--- config.mk ---
export PLATFORM = sky130hd
export DESIGN_NAME = sample_mean_stddev_max_top
export DESIGN_NICKNAME = d
export VERILOG_FILES = /design/src/smsm_pkg.sv /design/src/smsm_front.sv /design/src/smsm_queue.sv /design/src/smsm_back.sv /design/src/sample_mean_stddev_max_top.sv
export VERILOG_INCLUDE_DIRS = /design/src /design/src/src
export SDC_FILE = /design/constraint.sdc
export NUM_CORES = 2
export LEC_CHECK = 0
export BUFFER_PORTS_ARGS = -buffer_cell sky130_fd_sc_hd__buf_2
export CORE_MARGIN = 2
export CORE_UTILIZATION = 58
export CTS_CLUSTER_SIZE = 28
export DETAILED_ROUTE_END_ITERATION = 12
export PLACE_DENSITY = 0.83
export SLEW_MARGIN = 20
export SYNTH_ARGS = -nofsm -noshare
export SYNTH_HDL_FRONTEND = slang
export SYNTH_HIERARCHICAL = 1
export SYNTH_SLANG_ARGS = --single-unit
--- constraint.sdc ---
create_clock -name clk -period 27.2 [get_ports clk]
set_input_delay 5.44 -clock clk [delete_from_list [all_inputs] [get_ports clk]]
set_output_delay 5.44 -clock clk [all_outputs]
set_load 0.05 [all_outputs]
--- src/sample_mean_stddev_max_top_assert.svh ---
// ---------------------------------------------------------------------------
// Assertion macros for the sample statistics block
// Shorthand for the concurrent checks at the end of the top level.
// ---------------------------------------------------------------------------
`ifndef SAMPLE_MEAN_STDDEV_MAX_TOP_ASSERT_SVH
`define SAMPLE_MEAN_STDDEV_MAX_TOP_ASSERT_SVH

// A condition that must hold at every clock edge out of reset.
`define SMSM_CHECK(lbl, cond, msg) \
	lbl: assert property (@(posedge clk) disable iff (!arst_n) (cond)) else $error(msg);

// A condition that must hold in the same cycle as a trigger.
`define SMSM_IMPLY(lbl, ante, cons, msg) \
	lbl: assert property (@(posedge clk) disable iff (!arst_n) (ante) |-> (cons)) \
		else $error(msg);

`endif

--- src/smsm_pkg.sv ---
// ---------------------------------------------------------------------------
// Sample statistics package
// Widths, item types, the per-set job record and the back-end state codes.
// ---------------------------------------------------------------------------
package smsm_pkg;

	// Fixed configuration of the statistics block.
	localparam int SAMPLE_BITS = 16;
	localparam int MAX_SAMPLES = 1048576;
	localparam int FRAC_BITS   = 16;

	// Accumulator widths.
	localparam int COUNT_W  = 21;
	localparam int SUM_W    = 37;
	localparam int SUM_SQ_W = 53;
	localparam int SQ_W     = 2 * SAMPLE_BITS;
	localparam int OUT_W    = 32;

	// Back-end arithmetic widths.
	localparam int PROD_W = COUNT_W + SUM_SQ_W;
	localparam int NN_W   = 2 * COUNT_W;
	localparam int DIVN_W = PROD_W + 2 * FRAC_BITS;
	localparam int REM_W  = NN_W + 1;
	localparam int QUO_W  = 64;
	localparam int ROOT_W = 64;
	localparam int STEP_W = $clog2(DIVN_W + 1);

	// Job queue between front and back.
	localparam int QUEUE_DEPTH = 2;
	localparam int PTR_W       = $clog2(QUEUE_DEPTH);
	localparam int LEVEL_W     = $clog2(QUEUE_DEPTH + 1);

	typedef struct packed {
		logic [15:0] sample;
		logic        last;
	} sample_item_t;

	typedef struct packed {
		logic [31:0] mean_q16;
		logic [31:0] stddev_q16;
		logic [15:0] peak;
		logic [20:0] sample_count;
		logic        overflow;
	} result_item_t;

	// Totals of one finished set.
	typedef struct packed {
		logic [COUNT_W-1:0]     count;
		logic [SUM_W-1:0]       sum;
		logic [SUM_SQ_W-1:0]    sum_sq;
		logic [SAMPLE_BITS-1:0] peak;
		logic                   overflow;
	} job_t;

	typedef struct packed {
		logic [LEVEL_W-1:0] level;
		logic               not_empty;
	} queue_stat_t;

	typedef enum logic [2:0] {
		ST_IDLE,
		ST_MUL_SS,
		ST_MUL_NQ,
		ST_MUL_NN,
		ST_DIV_MEAN,
		ST_DIV_VAR,
		ST_SQRT,
		ST_DONE
	} back_state_t;

endpackage

--- src/smsm_front.sv ---
// ---------------------------------------------------------------------------
// Sample statistics front end
// Accepts samples, squares them and accumulates count, sums and peak.
// ---------------------------------------------------------------------------
module smsm_front (
	input  logic                 clk,
	input  logic                 arst_n,
	input  logic                 sample_valid,
	output logic                 sample_stall,
	input  smsm_pkg::sample_item_t sample_item,
	input  smsm_pkg::queue_stat_t  q_stat,
	output logic                 push,
	output smsm_pkg::job_t       job
);
	import smsm_pkg::*;

	logic                   valid_s1;
	logic [SAMPLE_BITS-1:0] sample_s1;
	logic [SQ_W-1:0]        sq_s1;
	logic                   last_s1;

	logic [COUNT_W-1:0]     count_q;
	logic [SUM_W-1:0]       sum_q;
	logic [SUM_SQ_W-1:0]    sum_sq_q;
	logic [SAMPLE_BITS-1:0] peak_q;
	logic                   overflow_q;

	logic accept;
	logic at_limit;

	// Hold off samples while a set ending now could find the queue full.
	assign sample_stall = (q_stat.level == LEVEL_W'(QUEUE_DEPTH)) ||
		((q_stat.level == LEVEL_W'(QUEUE_DEPTH - 1)) && valid_s1 && last_s1);
	assign accept = sample_valid && !sample_stall;

	// Stage one registers the sample and its square.
	always_ff @(posedge clk or negedge arst_n) begin
		if (!arst_n) begin
			valid_s1 <= 1'b0;
		end else begin
			valid_s1 <= accept;
		end
	end

	always_ff @(posedge clk) begin
		if (accept) begin
			sample_s1 <= sample_item.sample;
			sq_s1     <= SQ_W'(sample_item.sample) * SQ_W'(sample_item.sample);
			last_s1   <= sample_item.last;
		end
	end

	// Totals including the sample in stage one; a sample at the count limit is dropped.
	always_comb begin
		at_limit = (count_q == COUNT_W'(MAX_SAMPLES));
		job      = '{count: count_q, sum: sum_q, sum_sq: sum_sq_q, peak: peak_q,
			overflow: overflow_q};
		if (at_limit) begin
			job.overflow = 1'b1;
		end else begin
			job.count  = count_q + COUNT_W'(1);
			job.sum    = sum_q + SUM_W'(sample_s1);
			job.sum_sq = sum_sq_q + SUM_SQ_W'(sq_s1);
			if (sample_s1 > peak_q) begin
				job.peak = sample_s1;
			end
		end
		push = valid_s1 && last_s1;
	end

	// Accumulators restart after the last sample of a set.
	always_ff @(posedge clk or negedge arst_n) begin
		if (!arst_n) begin
			count_q    <= '0;
			sum_q      <= '0;
			sum_sq_q   <= '0;
			peak_q     <= '0;
			overflow_q <= 1'b0;
		end else if (valid_s1) begin
			if (last_s1) begin
				count_q    <= '0;
				sum_q      <= '0;
				sum_sq_q   <= '0;
				peak_q     <= '0;
				overflow_q <= 1'b0;
			end else begin
				count_q    <= job.count;
				sum_q      <= job.sum;
				sum_sq_q   <= job.sum_sq;
				peak_q     <= job.peak;
				overflow_q <= job.overflow;
			end
		end
	end

endmodule

--- src/smsm_queue.sv ---
// ---------------------------------------------------------------------------
// Sample statistics job queue
// A short queue of finished set totals between the front and back ends.
// ---------------------------------------------------------------------------
module smsm_queue (
	input  logic                  clk,
	input  logic                  arst_n,
	input  logic                  push,
	input  smsm_pkg::job_t        job_in,
	input  logic                  pop,
	output smsm_pkg::job_t        head,
	output smsm_pkg::queue_stat_t q_stat
);
	import smsm_pkg::*;

	job_t               mem_q [QUEUE_DEPTH];
	logic [PTR_W-1:0]   wr_ptr_q;
	logic [PTR_W-1:0]   rd_ptr_q;
	logic [LEVEL_W-1:0] level_q;

	// Entry storage.
	always_ff @(posedge clk) begin
		if (push) begin
			mem_q[wr_ptr_q] <= job_in;
		end
	end

	// Pointers and fill level.
	always_ff @(posedge clk or negedge arst_n) begin
		if (!arst_n) begin
			wr_ptr_q <= '0;
			rd_ptr_q <= '0;
			level_q  <= '0;
		end else begin
			if (push) begin
				wr_ptr_q <= (wr_ptr_q == PTR_W'(QUEUE_DEPTH - 1)) ? '0 : wr_ptr_q + PTR_W'(1);
			end
			if (pop) begin
				rd_ptr_q <= (rd_ptr_q == PTR_W'(QUEUE_DEPTH - 1)) ? '0 : rd_ptr_q + PTR_W'(1);
			end
			if (push && !pop) begin
				level_q <= level_q + LEVEL_W'(1);
			end else if (pop && !push) begin
				level_q <= level_q - LEVEL_W'(1);
			end
		end
	end

	assign head             = mem_q[rd_ptr_q];
	assign q_stat.level     = level_q;
	assign q_stat.not_empty = (level_q != '0);

endmodule

--- src/smsm_back.sv ---
// ---------------------------------------------------------------------------
// Sample statistics back end
// Turns set totals into mean and deviation with a serial multiplier,
// a restoring divider and a digit-by-digit square root.
// ---------------------------------------------------------------------------
module smsm_back (
	input  logic                   clk,
	input  logic                   arst_n,
	input  smsm_pkg::job_t         head,
	input  smsm_pkg::queue_stat_t  q_stat,
	output logic                   pop,
	output logic                   result_valid,
	input  logic                   result_stall,
	output smsm_pkg::result_item_t result_item
);
	import smsm_pkg::*;

	localparam logic [STEP_W-1:0] MUL_LAST  = STEP_W'(SUM_W - 1);
	localparam logic [STEP_W-1:0] DIV_LAST  = STEP_W'(DIVN_W - 1);
	localparam logic [STEP_W-1:0] SQRT_LAST = STEP_W'(ROOT_W / 2 - 1);

	back_state_t state_q, state_nx;

	// Totals of the set being worked on.
	logic [COUNT_W-1:0]     cnt_q;
	logic [SUM_W-1:0]       sum_q;
	logic [SUM_SQ_W-1:0]    sumsq_q;
	logic [SAMPLE_BITS-1:0] peak_q;
	logic                   ovf_q;

	// Serial multiplier.
	logic [PROD_W-1:0] mul_a_q;
	logic [SUM_W-1:0]  mul_b_q;
	logic [PROD_W-1:0] prod_q;
	logic [PROD_W-1:0] mul_sum;
	logic [PROD_W-1:0] ss_q;
	logic [PROD_W-1:0] num_q;
	logic [NN_W-1:0]   nn_q;

	// Restoring divider.
	logic [NN_W-1:0]   den_q;
	logic [DIVN_W-1:0] dvd_q;
	logic [REM_W-1:0]  rem_q;
	logic [QUO_W-1:0]  quo_q;
	logic              quo_sat_q;
	logic [REM_W-1:0]  rem_sh;
	logic              div_ge;
	logic [REM_W-1:0]  rem_nx;
	logic [QUO_W-1:0]  quo_nx;
	logic              quo_sat_nx;
	logic [OUT_W-1:0]  mean_q;

	// Square root.
	logic [ROOT_W-1:0] x_q;
	logic [ROOT_W-1:0] root_q;
	logic [ROOT_W-1:0] bit_q;
	logic [ROOT_W-1:0] trial;
	logic              sq_ge;

	logic [STEP_W-1:0] step_q;
	logic              step_end;
	logic              load_out;

	logic              out_valid_q;
	result_item_t      out_item_q;

	// One step of each arithmetic unit.
	always_comb begin
		mul_sum    = prod_q + (mul_b_q[0] ? mul_a_q : '0);
		rem_sh     = {rem_q[REM_W-2:0], dvd_q[DIVN_W-1]};
		div_ge     = (rem_sh >= {1'b0, den_q});
		rem_nx     = div_ge ? (rem_sh - {1'b0, den_q}) : rem_sh;
		quo_nx     = {quo_q[QUO_W-2:0], div_ge};
		quo_sat_nx = quo_sat_q | quo_q[QUO_W-1];
		trial      = root_q + bit_q;
		sq_ge      = (x_q >= trial);
	end

	// Sequencer state register.
	always_ff @(posedge clk or negedge arst_n) begin
		if (!arst_n) begin
			state_q <= ST_IDLE;
		end else begin
			state_q <= state_nx;
		end
	end

	// Next state, queue pop and output load.
	always_comb begin
		state_nx = state_q;
		pop      = 1'b0;
		load_out = 1'b0;
		step_end = 1'b0;
		case (state_q)
			ST_IDLE: begin
				if (q_stat.not_empty) begin
					pop      = 1'b1;
					state_nx = ST_MUL_SS;
				end
			end
			ST_MUL_SS: begin
				step_end = (step_q == MUL_LAST);
				if (step_end) begin
					state_nx = ST_MUL_NQ;
				end
			end
			ST_MUL_NQ: begin
				step_end = (step_q == MUL_LAST);
				if (step_end) begin
					state_nx = ST_MUL_NN;
				end
			end
			ST_MUL_NN: begin
				step_end = (step_q == MUL_LAST);
				if (step_end) begin
					state_nx = ST_DIV_MEAN;
				end
			end
			ST_DIV_MEAN: begin
				step_end = (step_q == DIV_LAST);
				if (step_end) begin
					state_nx = ST_DIV_VAR;
				end
			end
			ST_DIV_VAR: begin
				step_end = (step_q == DIV_LAST);
				if (step_end) begin
					state_nx = ST_SQRT;
				end
			end
			ST_SQRT: begin
				step_end = (step_q == SQRT_LAST);
				if (step_end) begin
					state_nx = ST_DONE;
				end
			end
			ST_DONE: begin
				if (!out_valid_q || !result_stall) begin
					load_out = 1'b1;
					state_nx = ST_IDLE;
				end
			end
			default: begin
				state_nx = ST_IDLE;
			end
		endcase
	end

	// Step counter.
	always_ff @(posedge clk or negedge arst_n) begin
		if (!arst_n) begin
			step_q <= '0;
		end else if (step_end || (state_q == ST_IDLE)) begin
			step_q <= '0;
		end else begin
			step_q <= step_q + STEP_W'(1);
		end
	end

	// Datapath of the multiply, divide and root phases.
	always_ff @(posedge clk) begin
		case (state_q)
			ST_IDLE: begin
				if (pop) begin
					cnt_q   <= head.count;
					sum_q   <= head.sum;
					sumsq_q <= head.sum_sq;
					peak_q  <= head.peak;
					ovf_q   <= head.overflow;
					mul_a_q <= PROD_W'(head.sum);
					mul_b_q <= head.sum;
					prod_q  <= '0;
				end
			end
			ST_MUL_SS, ST_MUL_NQ, ST_MUL_NN: begin
				prod_q  <= mul_sum;
				mul_a_q <= mul_a_q << 1;
				mul_b_q <= mul_b_q >> 1;
				if (step_end) begin
					prod_q <= '0;
					if (state_q == ST_MUL_SS) begin
						// Square of the sum done; next is count times sum of squares.
						ss_q    <= mul_sum;
						mul_a_q <= PROD_W'(sumsq_q);
						mul_b_q <= SUM_W'(cnt_q);
					end else if (state_q == ST_MUL_NQ) begin
						// Variance numerator, clamped at zero.
						num_q   <= (mul_sum < ss_q) ? '0 : (mul_sum - ss_q);
						mul_a_q <= PROD_W'(cnt_q);
						mul_b_q <= SUM_W'(cnt_q);
					end else begin
						// Count squared done; the mean division starts.
						nn_q      <= mul_sum[NN_W-1:0];
						den_q     <= NN_W'(cnt_q);
						dvd_q     <= DIVN_W'(sum_q) << FRAC_BITS;
						rem_q     <= '0;
						quo_q     <= '0;
						quo_sat_q <= 1'b0;
					end
				end
			end
			ST_DIV_MEAN, ST_DIV_VAR: begin
				rem_q     <= rem_nx;
				dvd_q     <= dvd_q << 1;
				quo_q     <= quo_nx;
				quo_sat_q <= quo_sat_nx;
				if (step_end) begin
					if (state_q == ST_DIV_MEAN) begin
						if (quo_sat_nx || (quo_nx[QUO_W-1:OUT_W] != '0)) begin
							mean_q <= '1;
						end else begin
							mean_q <= quo_nx[OUT_W-1:0];
						end
						den_q     <= nn_q;
						dvd_q     <= DIVN_W'(num_q) << (2 * FRAC_BITS);
						rem_q     <= '0;
						quo_q     <= '0;
						quo_sat_q <= 1'b0;
					end else begin
						x_q    <= quo_sat_nx ? '1 : quo_nx;
						root_q <= '0;
						bit_q  <= ROOT_W'(1) << (ROOT_W - 2);
					end
				end
			end
			ST_SQRT: begin
				if (sq_ge) begin
					x_q    <= x_q - trial;
					root_q <= (root_q >> 1) + bit_q;
				end else begin
					root_q <= root_q >> 1;
				end
				bit_q <= bit_q >> 2;
			end
			ST_DONE: begin
				if (load_out) begin
					out_item_q.mean_q16 <= mean_q;
					if (root_q[ROOT_W-1:OUT_W] != '0) begin
						out_item_q.stddev_q16 <= '1;
					end else begin
						out_item_q.stddev_q16 <= root_q[OUT_W-1:0];
					end
					out_item_q.peak         <= peak_q;
					out_item_q.sample_count <= cnt_q;
					out_item_q.overflow     <= ovf_q;
				end
			end
			default: begin
			end
		endcase
	end

	// Result register valid flag.
	always_ff @(posedge clk or negedge arst_n) begin
		if (!arst_n) begin
			out_valid_q <= 1'b0;
		end else if (load_out) begin
			out_valid_q <= 1'b1;
		end else if (!result_stall) begin
			out_valid_q <= 1'b0;
		end
	end

	assign result_valid = out_valid_q;
	assign result_item  = out_item_q;

endmodule

--- src/sample_mean_stddev_max_top.sv ---
// ---------------------------------------------------------------------------
// Sample mean, standard deviation and maximum
// Top level: front accumulator, job queue and arithmetic back end.
// ---------------------------------------------------------------------------
// Usage:
// Samples arrive on the sample channel (sample_valid, sample_stall,
// sample_item), one per item, with last set on the final sample of a set.
// One result item per set leaves on the result channel (result_valid,
// result_stall, result_item): mean and population deviation in Q.16,
// the peak, the sample count and the overflow flag.
// Samples are taken at one per cycle while sample_stall is low. Each
// finished set goes into a two-entry job queue; the back end works on one
// set at a time (pop, serial multiplier, restoring divider and root one
// bit a cycle, output load) and pops the next only after loading the
// result. Sets that arrive faster than the back end finishes them make
// the front stall its input once the queue is full.
// While the receiver stalls, the result stays in its output register and
// the back end finishes the next set, then waits for the register to free.
// Reset clears the accumulators, the queue and the result valid flag.
// ---------------------------------------------------------------------------
`include "sample_mean_stddev_max_top_assert.svh"

module sample_mean_stddev_max_top (
	input  logic                   clk,
	input  logic                   arst_n,
	input  logic                   sample_valid,
	output logic                   sample_stall,
	input  smsm_pkg::sample_item_t sample_item,
	output logic                   result_valid,
	input  logic                   result_stall,
	output smsm_pkg::result_item_t result_item
);
	import smsm_pkg::*;

	queue_stat_t q_stat;
	job_t        push_job;
	job_t        head_job;
	logic        q_push;
	logic        q_pop;

	// Accumulation of incoming samples.
	smsm_front u_front (
		.clk          (clk),
		.arst_n       (arst_n),
		.sample_valid (sample_valid),
		.sample_stall (sample_stall),
		.sample_item  (sample_item),
		.q_stat       (q_stat),
		.push         (q_push),
		.job          (push_job)
	);

	// Finished sets waiting for the back end.
	smsm_queue u_queue (
		.clk    (clk),
		.arst_n (arst_n),
		.push   (q_push),
		.job_in (push_job),
		.pop    (q_pop),
		.head   (head_job),
		.q_stat (q_stat)
	);

	// Mean, deviation and result register.
	smsm_back u_back (
		.clk          (clk),
		.arst_n       (arst_n),
		.head         (head_job),
		.q_stat       (q_stat),
		.pop          (q_pop),
		.result_valid (result_valid),
		.result_stall (result_stall),
		.result_item  (result_item)
	);

	// A set always holds at least one sample.
	`SMSM_IMPLY(a_count_nonzero, result_valid, result_item.sample_count != '0, "empty set result")
	// Overflow only happens once the count has hit its limit.
	`SMSM_IMPLY(a_overflow_full, result_valid && result_item.overflow, result_item.sample_count == COUNT_W'(MAX_SAMPLES), "overflow below count limit")
	// The mean never exceeds the peak.
	`SMSM_IMPLY(a_mean_le_peak, result_valid, result_item.mean_q16[OUT_W-1:FRAC_BITS] <= result_item.peak, "mean above peak")
	// The front never pushes into a full queue.
	`SMSM_CHECK(a_no_push_full, !(q_push && (q_stat.level == LEVEL_W'(QUEUE_DEPTH))), "push into full queue")

endmodule

* Word level (Yosys, flattened, before mapping)
Memory sizes are Yosys's and may differ from the RTL's.
Index checks and enable logic that the tools add are counted.
W data, S select, Z words.
** Cells by class
- Add/sub/neg operators :: 14
- $mul :: 1
- $lt $le $gt $ge :: 4
- Eq/ne operators :: 30
- Muxes and demuxes :: 88
- Bitwise operators :: 3
- Reductions and logical operators :: 37
** Operators with widths (number)
- $mux W64 :: 14
- $mux W106 :: 5
- $mux W74 :: 7
- $pmux W64 S2 :: 4
- $mux W42 :: 11
- $pmux W74 S2 :: 2
- $pmux W106 S2 :: 1
- $pmux W42 S2 :: 2
- $mux W37 :: 4
- $mux W127 :: 1
- $add A74 B74 Y74 :: 1
- $lt A74 B74 Y1 :: 1
- $pmux W37 S2 :: 1
- $sub A74 B74 Y74 :: 1
- $add A63 B64 Y64 :: 1
- $add A64 B64 Y64 :: 1
- $ge A64 B64 Y1 :: 1
- $reduce_bool A32 Y1 :: 2
- $sub A64 B64 Y64 :: 1
- $add A53 B32 Y53 :: 1
- $mux W53 :: 1
- $ge A43 B42 Y1 :: 1
- $sub A42 B42 Y42 :: 1
- $add A37 B16 Y37 :: 1
- 42 further kinds :: 111
** Word-level totals
- Register bits :: 1277
- RAM bits :: 256
- Bits of input ports :: 21
- Output and inout bits :: 104
- Word-level logic and storage cells :: 218
- Memories kept :: 1
** Memory list
- u_queue.mem_q :: depth 2, bits a word 128, read ports 1, clocked after Yosys merged registers in 0, write ports 1, line smsm_queue.sv:16 : job_t mem_q [QUEUE_DEPTH];

* Depth between registers and ports, before layout
- Depth in word-level cells :: 6
- Depth in mapped cells :: 29
- Depth with buffers taken out :: 25

* Modules after synthesis
The synthesis kept the hierarchy.
** Modules (own cells, without submodules)
- smsm_back :: instances 1, cells an instance 5661, area an instance 59996.3 µm², sequential area each 31385.1 µm²
- smsm_front :: instances 1, cells an instance 2062, area an instance 18914.4 µm², sequential area each 4639.4 µm²
- smsm_queue :: instances 1, cells an instance 413, area an instance 9462.8 µm², sequential area each 7787.5 µm²

* Worst setup path after synthesis
Ideal clock, no wire load.
- Path type :: input to register
- Start :: in sample_item[2] (netlist bit)
- End :: reg u_front.sq_s1[30], data pin
- Library setup time :: 0.262 ns
- Data arrival time :: 11.267 ns
- Data required time :: 26.938 ns
- Setup slack :: 15.671 ns
- Stages on the path :: 22
- Buffers on the path :: 2
- Path through :: clkbuf_1 clkbuf_1 nand2_1 fa_1 fa_1 inv_1 fa_1 fa_1 fa_1 inv_1 fa_1 inv_1 ha_1 and2_1 or2_2 a22oi_1 a31oi_1 a311oi_1 o211ai_1 a41oi_1 o21bai_1 xor2_1
** Between the ends
- Longest elaborated chain between the ends :: 1
** RTL lines
- from (decl) :: line sample_mean_stddev_max_top.sv:28 : input smsm_pkg::sample_item_t sample_item,
- $mul A16 B16 Y32 :: line smsm_front.sv:48 : sq_s1 <= SQ_W'(sample_item.sample) * SQ_W'(sample_item.sample);
- to (signal assigned) :: line smsm_front.sv:48
- to (decl) :: line smsm_front.sv:19 : logic [SQ_W-1:0] sq_s1;
No other way between the ends.
A chain may end at the register's enable or synchronous reset.

* Worst setup path after layout
- Start :: in sample_item[4] (netlist bit)
- End :: reg u_front.sq_s1[30], data pin
Same word-level chain as after synthesis.

==> results by group <==
Route
  – Starting DRT DRC Count: 5885
  – Pre-Repair DR Iteration Count: 8
  – Routed wire length per instance: 20.9 um
  – Vias per cell: 6.16
  – Drt total wl: 214 mm
  – Post-route ant nets: 0
  – DRC violations left: 0
  – DR vias: 63100

Status
  – Run status: finished clean

Yosys
  – Post-synthesis mux area share: 2.74%
  – Post-synth EDFFs: 1339
  – Post-Syn Area: 88400 um^2
  – Simple-gate share of the synthesized area: 13.9%
  – YS warnings: 6
  – Synth Net Count: 8816
  – Adder-cell share of the synthesized area: 10.7%
  – Avg Cell Area, Syn: 10.9 um^2
  – Most common flop cell mapped by yosys: edfxtp_1
  – Largest family of logic cells by synthesized area: compound AO/OA/AOI/OAI gates
  – Cells after Synth: 8136
  – Seq cells post-synth: 1483
  – XOR/XNOR share of the synthesized area: 4.99%
  – Post-synth ARST share: 9.71%
  – Compound-gate portion of the synthesized area: 14.0%
  – Post-synthesis sequential area ratio: 49.6%
  – Yosys cell types: 115

Pwr
  – Pwr dens: 73.9 nW/um^2
  – Worst vdd ir: 86.1 uV
  – Leakage: 0.0379 uW

CTS
  – Clk slew on worst S/H paths: 60 ps
  – # hold bufs at CTS: 0
  – CTS resizes: 0
  – CTS tree: built
  – CTS Buffer Depth: 3
  – Htree depth: 4
  – Root Buffer: clkbuf_16
  – Clock sinks: 1483
  – CTS Buf Count: 154
  – Post CTS Setup Buffer Count: 0
  – Clock Latency Late Sink: 810 ps

Timing
  – RSZ-0062 raised after global routing: false
  – Final Setup Violations: 0
  – Total Neg Setup Slack: 0 ps
  – Peak Freq: 88.6 MHz
  – Worst slew pin tran: 1220 ps
  – Final period util: 41.5%
  – Minimum clock period: 11290 ps
  – Final Max Tran Viols: 0
  – Worst relative slew slack: 18.5%
  – Layout Skew: 39.2 ps
  – Fin. Hold Viols: 0

Worst setup path
  – CP max stage delay: 730 ps
  – Crit start category: input port
  – WP data required: 27750 ps
  – Reg2Reg Depth: 24
  – Crit end category: flip-flop
  – FF-to-FF setup slack: 18720 ps
  – Crit path top cell by count: fa_1
  – Crit-path cells: buf_2 > nand2_1 > inv_1 > fa_1 > inv_1 > fa_1 > inv_1 > fa_1 > inv_1 > fa_1 > inv_1 > fa_1 > fa_1 > ha_1 > and3_1 > a31o_2 > o2111ai_1 > a31oi_1 > a311oi_1 > o211ai_1 > a41oi_1 > o21bai_1 > xor2_1
  – Crit Path Max Fanout: 16
  – R2R Path End: u_back/num_q[4]
  – WS Path Type: in2reg
  – CP arrival: 11840 ps
  – Critical path's slowest cell: a311oi_1
  – RR Startpoint: u_back/mul_b_q[0]

Flow run
  – Max Cap Violations: 0

Die
  – Floorplan row count: 143
  – Die width: 394 um
  – DIE AREA: 156000 um^2
  – IO Count: 125
  – CORE AREA: 152000 um^2
  – Initial cell density of the core: 58.3%
  – Die Y: 394 um

Min path
  – Worst Hold Depth: 0
  – Min-delay src: u_back/peak_q[2]
  – Min-Delay Path Class: reg2reg
  – Endpoint, Worst Hold: u_back/result_item[24]

Final layout
  – Layout net count: 8766
  – Area growth syn-to-layout: 8.41%
  – Post-route design area: 95800 um^2
  – Fraction of layout cells with a size suffix above 1: 9.40%

Place
  – Placed wire-length estimate: 151 mm
  – Post-DP Area: 90400 um^2
  – IO buf count: 124
  – Placer Congestion: 0.951

GRT
  – Largest net degree at the start of global routing: 166
  – GR Util All Layers: 27.0%
  – Antenna violations before repair: 1
  – Vias in the first global route: 61400
  – First-pass GRT wire length: 339 mm
  – Total gr overflow: 0
through the flow:
stage | utilization, % | hold WS [ps] | setup WS (ps) | total power [uW] | instances
final | 63.2 | 418 | 15910 | 7080 | 10200
after global routing | 63.2 | 421 | 15520 | 7450 | 10200
after CTS | 63.2 | 419 | 15990 | 7090 | 10200
after detailed placement | 59.7 | 405 | 15120 | 4880 | 9958
after global placement | 59.7 | 401 | 15160 | 4780 | 9958
after floorplan | - | 400 | 15670 | 4400 | 8136
layer usage:
| layer | wire length (um) | up-vias | share of wire (%) | track usage, % |
|---|---|---|---|---|
| met5 | 0 | - | 0 | 0 |
| met1 | 91700 | 30900 | 43 | 37.8 |
| met3 | 14300 | 410 | 6.7 | 3.44 |
| met4 | 6890 | 0 | 3.2 | 9.28 |
| met2 | 101000 | 2443 | 47 | 43.7 |
| li1 | - | 29400 | - | - |
cell usage in the layout, fill, tap and decap left out, drive strengths merged, types with 228 or more instances in the layout:
| master | synthesis | final |
|---|---|---|
| xor2 | 235 | 235 |
| and3 | 228 | 228 |
| a21oi | 592 | 592 |
| o21ai | 409 | 409 |
| inv | 504 | 517 |
| nor2 | 587 | 587 |
| ha | 492 | 492 |
| edfxtp | 1339 | 1339 |
| xnor2 | 268 | 268 |
| nand2 | 819 | 819 |
synth_stat cells (68+ instances only):
master	n	share of area [%]
edfxtp_1	1339	45
nand2_1	818	3.5
a21oi_1	585	3.3
nor2_1	528	2.2
inv_1	502	2.1
ha_1	492	7.0
o21ai_0	365	2.1
clkbuf_1	316	1.3
xnor2_1	268	2.7
xor2_1	235	2.3
and3_1	227	1.6
and2_1	207	1.5
a21o_1	179	1.5
fa_1	167	3.8
mux2_2	145	1.8
dfrtp_1	144	4.1
nor3_1	119	0.67
nand4_1	112	0.79
nand3_1	109	0.62
a31oi_1	99	0.70
o21bai_1	80	0.68
mux2i_1	79	0.89
nand2b_1	72	0.51
nor2b_1	68	0.48
how the worst max path moves through the flow:
| stage | from | end | slack [ps] | cells after the start |
|---|---|---|---|---|
| after floorplan | sample_item[2] | u_front/sq_s1[30] | 15670 | 22 |
| after global placement | sample_item[4] | u_front/sq_s1[30] | 15160 | 23 |
| after detailed placement | sample_item[4] | u_front/sq_s1[30] | 15120 | 23 |
| after CTS | sample_item[4] | u_front/sq_s1[30] | 15990 | 23 |
| after global routing | sample_item[4] | u_front/sq_s1[30] | 15520 | 21 |
| final | sample_item[4] | u_front/sq_s1[30] | 15910 | 23 |
power by group:
part,switching [uW],internal (uW)
registers,88.3,2760
clock network,931,1280
logic,1210,814
total,2230,4850
final cells by class:
cell class | instances | area (um^2)
tap | 2030 | 2540
antenna | 2 | 5.00
sequential | 1483 | 43800
inverter | 506 | 1900
clock buffer | 190 | 4090
clock inverter | 93 | 1210
timing repair buffer | 183 | 1150
multi-input combinational | 5758 | 41100
fill | 11400 | 55700
worst max-delay path, delay by kind of cell:
| family | cells | cell delay, ps |
|---|---|---|
| xor gates and xnor gates | 1 | 140 |
| AOI/OAI and AO/OA | 7 | 1970 |
| and+or+nand+nor | 2 | 380 |
| adders and majority gates | 7 | 3370 |
| buffers and inverters | 6 | 520 |
sequential cells by signal, indices dropped and copies added, names as in the netlist, 42 cells and up:
name,count
u_queue/mem_q,256
u_back/root_q,64
u_back/dvd_q,90
u_front/sum_sq_q,53
u_back/mul_a_q,74
u_back/result_item,102
u_back/rem_q,42
u_back/nn_q,42
u_back/prod_q,74
u_back/ss_q,74
u_back/x_q,64
u_back/sumsq_q,53
u_back/den_q,42
u_back/quo_q,64
u_back/num_q,74
cells by family (layout without fill, tap and decap cells):
group           Yosys count  after routing
flops                  1483           1483
buf+inv                 895            972
mux                     224            224
simple gates           2480           2480
compound gates         1892           1892
fa+ha+maj               659            659
other cells               0              2
xor+xnor                503            503
No activity file was read; power rests on OpenSTA's default activity.
